===== src/design/ssk_pkg.sv =====
// Shared types and constants for the stable descending key/payload sorter.
// No dependencies; imported by ssk_cell and stable_sort_key_payload_desc_unit.
package ssk_pkg;

    // Capacity of the sort chain, one cell per stored pair
    localparam int MAX_ITEMS = 64;
    // Fill counter width, able to hold MAX_ITEMS itself
    localparam int CNT_W     = $clog2(MAX_ITEMS + 1);
    localparam int KEY_W     = 32;
    localparam int PAY_W     = 32;
    localparam int DATA_W    = KEY_W + PAY_W;

    // One key/payload pair
    typedef struct packed {
        logic [PAY_W-1:0] payload;
        logic [KEY_W-1:0] key;
    } t_pair;

    // Contents of one cell of the chain
    typedef struct packed {
        logic  valid;
        t_pair pair;
    } t_slot;

    // Per-cycle command broadcast along the chain
    typedef struct packed {
        logic insert;   // place the broadcast pair into the sorted row
        logic shift;    // move every slot one place towards cell 0
    } t_cell_ctrl;

    typedef enum logic {
        ST_LOAD,
        ST_DRAIN
    } t_state;

endpackage


===== src/design/ssk_cell.sv =====
// One cell of the systolic insertion chain: holds a single key/payload pair.
// Depends on ssk_pkg for the slot, pair and control types.
module ssk_cell (
    input  logic                i_clk,
    input  logic                i_rst_n,
    input  ssk_pkg::t_cell_ctrl i_ctrl,
    input  ssk_pkg::t_pair      i_new,
    input  logic                i_prev_ins,
    input  ssk_pkg::t_slot      i_prev,
    input  ssk_pkg::t_slot      i_next,
    output logic                o_ins,
    output ssk_pkg::t_slot      o_slot
);
    import ssk_pkg::*;

    logic  r_valid;
    t_pair r_pair;
    t_slot n_slot;

    // Insert point: empty slot, or stored key strictly below the new one,
    // so equal keys keep arrival order
    assign o_ins = !r_valid || ($signed(r_pair.key) < $signed(i_new.key));

    // Next contents: drain left, take the new pair, or shift right behind it
    always_comb begin
        n_slot.valid = r_valid;
        n_slot.pair  = r_pair;
        if (i_ctrl.shift) begin
            n_slot = i_next;
        end else if (i_ctrl.insert && o_ins) begin
            if (i_prev_ins) begin
                n_slot = i_prev;
            end else begin
                n_slot.valid = 1'b1;
                n_slot.pair  = i_new;
            end
        end
    end

    // Occupancy flag
    always_ff @(posedge i_clk) begin
        if (!i_rst_n) begin
            r_valid <= 1'b0;
        end else begin
            r_valid <= n_slot.valid;
        end
    end

    // Pair storage, no reset needed
    always_ff @(posedge i_clk) begin
        r_pair <= n_slot.pair;
    end

    assign o_slot.valid = r_valid;
    assign o_slot.pair  = r_pair;

endmodule


===== config.mk =====
export PLATFORM = sky130hd
export DESIGN_NAME = ssk_cell
export DESIGN_NICKNAME = d
export VERILOG_FILES = /design/src/design/ssk_pkg.sv /design/src/design/ssk_cell.sv
export SDC_FILE = /design/constraint.sdc
export NUM_CORES = 1
export LEC_CHECK = 0
export ABC_AREA = 1
export BUFFER_PORTS_ARGS = -buffer_cell sky130_fd_sc_hd__buf_2
export CORE_AREA = 5 5 95 115
export DETAILED_ROUTE_END_ITERATION = 10
export DIE_AREA = 0 0 100 120
export PLACE_DENSITY_LB_ADDON = 0.08
export REMOVE_ABC_BUFFERS = 1
export SLEW_MARGIN = 20
export SYNTH_ARGS = -nofsm -noshare
export SYNTH_HDL_FRONTEND = slang
export SYNTH_SLANG_ARGS = --single-unit

===== constraint.sdc =====
create_clock -name i_clk -period 3.39 [get_ports i_clk]
set_input_delay 0.339 -clock i_clk [delete_from_list [all_inputs] [get_ports i_clk]]
set_output_delay 0.339 -clock i_clk [all_outputs]
set_load 0.05 [all_outputs]

==> summary by stage <==
Run status
The flow ran to the end, and the final reports show no timing, DRC or antenna violations.

Run
The total of max-cap violations is 0.

Route
After detailed routing, the number of vias per cell comes to between 4 and 5. The routed length per instance is 15.35 um. After detailed routing, the total wire length is ~13 mm.

In this run, the number of DRC markers left after iteration 0 of detailed routing was 205. The number of detailed-route iterations in the first pass is 4. The number of nets still failing antenna checks after routing is 0. The routed via count is 4364.

In the routed design, unresolved DRC markers number 0.

Die
The number of placement rows is 40. The core region is between 9000 and 10000 um2. From left edge to right edge, the die measures around 100 um. The number of placed I/O pins is ~270. The area of the die is between 10000 and 15000 um2. For this configuration, the core starts out at a cell density of a little over two fifths. The die is 120 um tall.

Setup path
The kind of critical path is reg2out. STA puts the critical path data required time at between 3 and 4 ns. The endpoint kind of the worst setup timing path is an output port.

STA classifies the critical path startpoint as a flip-flop. On the worst path, the slowest cell contributes a delay of ~0.40 ns. Traced cell by cell, the critical path runs through ha_1, nand4_1, inv_1, nand4_2, nor3_2, nand2_1, nand2_1, nand2_1, nand3_2, buf_2. Among cell families on the critical path, the largest total delay comes from simple AND/OR/NAND/NOR gates. The total buffers and inverters traversed by the critical path is 2. In this design, the critical path's most frequently occurring cell is sky130_fd_sc_hd__nand2_1. The maximum fanout along the worst path is 5. The critical-path cell with the highest stage delay is sky130_fd_sc_hd__edfxtp_1.

The arrival time reported for the critical path endpoint is approximately 2.1 ns.

Final layout
Relative to the synthesized area, the layout overhead comes to 41.07%. The net total in the final layout is 972. The core occupancy in the finished layout is 58.96%. The library cell used most frequently in the layout, excluding fill and tap cells, is sky130_fd_sc_hd__buf_2. Leaving out fill and tap cells, the most frequent cells in the layout are 264 x sky130_fd_sc_hd__buf_2, 144 x sky130_fd_sc_hd__a21oi_1, 91 x sky130_fd_sc_hd__nand2_1, 70 x sky130_fd_sc_hd__nor2_1, 64 x sky130_fd_sc_hd__edfxtp_1. Cells with a size suffix above 1 make up about two fifths of the layout.

Placed design
The detailed placement HPWL is between 10 and 15 mm. The final estimated routing congestion in global placement is between 0.8 and 0.9. Timing analysis after detailed placement gives a worst setup slack of approximately 0.99 ns. The number of I/O port buffers is between 200 and 300.

Logic synthesis
During synthesis, Yosys emitted a total of 0 warnings. Sequential cells were found to cover between 40 and 50% of the synthesized design area. The average instance area after synthesis is between 8 and 9 um2. The synthesized flop and latch total is between 60 and 70. The count of unique library cells instantiated by Yosys is 26.

The cell count after synthesis came out at about 490. The post-synth design cell area is 4079 um2.

GRT
Summed over all layers, the global routing overflow is 0. The largest net degree at the start of global routing is 68. The first-pass GRT wire length is roughly 20 mm.

The initial antenna violation count is 1. The number of global-route vias before repair came to 4374. The combined global-route utilization of all metal layers is around 22%.

CTS
The level count of the clock H-tree is 3. TritonCTS built the clock tree. The clock buffer count from CTS is 9. After clock tree synthesis, the clock-pin slew on the worst setup and hold paths is approximately 0.050 ns. Counting every sink on the clock net gives 65. Clock tree synthesis selected as its root buffer the cell sky130_fd_sc_hd__clkbuf_16. The insertion delay of the later-clocked pin in the worst-skew pair is 0.32 ns. Once the clock tree was built, the setup fixing pass inserted 0 buffers. Hold repair after CTS inserted 0 buffers. The number of buffers between clock root and the deepest sink is 2.

In this run, post-CTS repair resized a total of 0 instances.

STA
The maximum clock frequency is between 0.4 and 0.5 GHz. The total count of hold-check failures in the final report is 0. The setup TNS is 0 ns. On the final layout, the worst hold slack is 0.3000 ns.

The max-slew violation count is 0. Setup repair after global routing left no endpoint under its margin. The slew of the pin with the lowest slew margin is 1.109 ns. After layout, the worst setup slack is ~0.96 ns. The share of the cycle needed by the critical path after routing is between 70 and 80%. The post-route minimum period is approximately 2.4 ns.

The clock arrives with approximately 0.0036 ns of skew. In this run the tightest slew margin relative to its limit is roughly a quarter. The final setup violation count is 0.

Pwr
The total power per unit cell area is roughly 470 nW/um2. The post-route total power is roughly 2700 uW. The leakage power summed over all cells is about 0.0029 uW. The worst voltage drop across the vdd grid is 0.2973 mV.

Worst hold path
The worst hold path belongs to the class in2reg.
-- tightest hold or removal path, cell delays in order --
cell	delay, ns
sky130_fd_sc_hd__buf_2	0.10
sky130_fd_sc_hd__o31ai_1	0.09
sky130_fd_sc_hd__a21oi_2	0.04
-- stage by stage --
step	std cells	instance area [um2]
2_1_floorplan	463	3954
3_3_place_gp	857	5475
3_5_place_dp	857	5475
4_1_cts	872	5752
5_1_grt	873	5754
6_report	873	5754
-- cells by family (layout without fill, tap and decap cells) --
group / Yosys count / after routing / share of synthesized area, %
simple gates: 172 / 172 / 16.81
compound gates: 153 / 153 / 19.14
buf+inv: 72 / 325 / 6.932
flops: 65 / 65 / 47.61
fa+ha+maj: 31 / 31 / 9.509
other cells: 0 / 1 / 0
-- power by group --
group          switching (uW)  internal (uW)
Sequential               31.7            989
Combinational             574            248
Clock                     309            557
-- sequential cells by signal (all words and copies together) (netlist names) --
name / count
o_slot: 64
r_valid: 1
-- per-layer routing --
| layer | track usage, % | routed length, um | up-vias |
|---|---|---|---|
| met5 | 0 | 0 | - |
| met4 | 10.70 | 386 | 0 |
| met2 | 38.52 | 6965 | 181 |
| met3 | 6.686 | 1333 | 23 |
| li1 | - | - | 2178 |
| met1 | 22.95 | 4714 | 1982 |
-- layout make-up --
cell class / instances / area [um2]
Antenna cell: 1 / 2.502
Clock buffer: 10 / 229.0
Clock inverter: 5 / 47.55
Fill cell: 950 / 4005
Inverter: 42 / 157.7
Multi-Input combinational cell: 356 / 1854
Sequential cell: 65 / 1942
Tap cell: 126 / 157.7
Timing Repair Buffer: 268 / 1364
-- cell usage after synthesis (all sizes together) --
master	number	share of area, %
nand4	2	0.46
a21oi	146	18
o211ai	1	0.18
nor3	3	0.61
nor2	70	6.4
dfxtp	1	0.49
ha	31	9.5
buf	11	1.3
inv	42	3.9
o21a	1	0.18
nand3	4	0.61
edfxtp	64	47
o31ai	1	0.18
nand2	93	8.7
o21ai	4	0.49
clkbuf	19	1.7
-- final timing paths --
kind / start / end / slack, ns / cells past startpoint
setup reg to reg: o_slot[31] / o_slot[46] / 1.06 / 12
hold / removal: i_rst_n / r_valid / 0.30 / 3
hold reg to reg: r_valid / r_valid / 0.63 / 2
setup / recovery: o_slot[31] / o_ins / 0.96 / 10
Note: power is estimated with default switching activity, not from simulation.
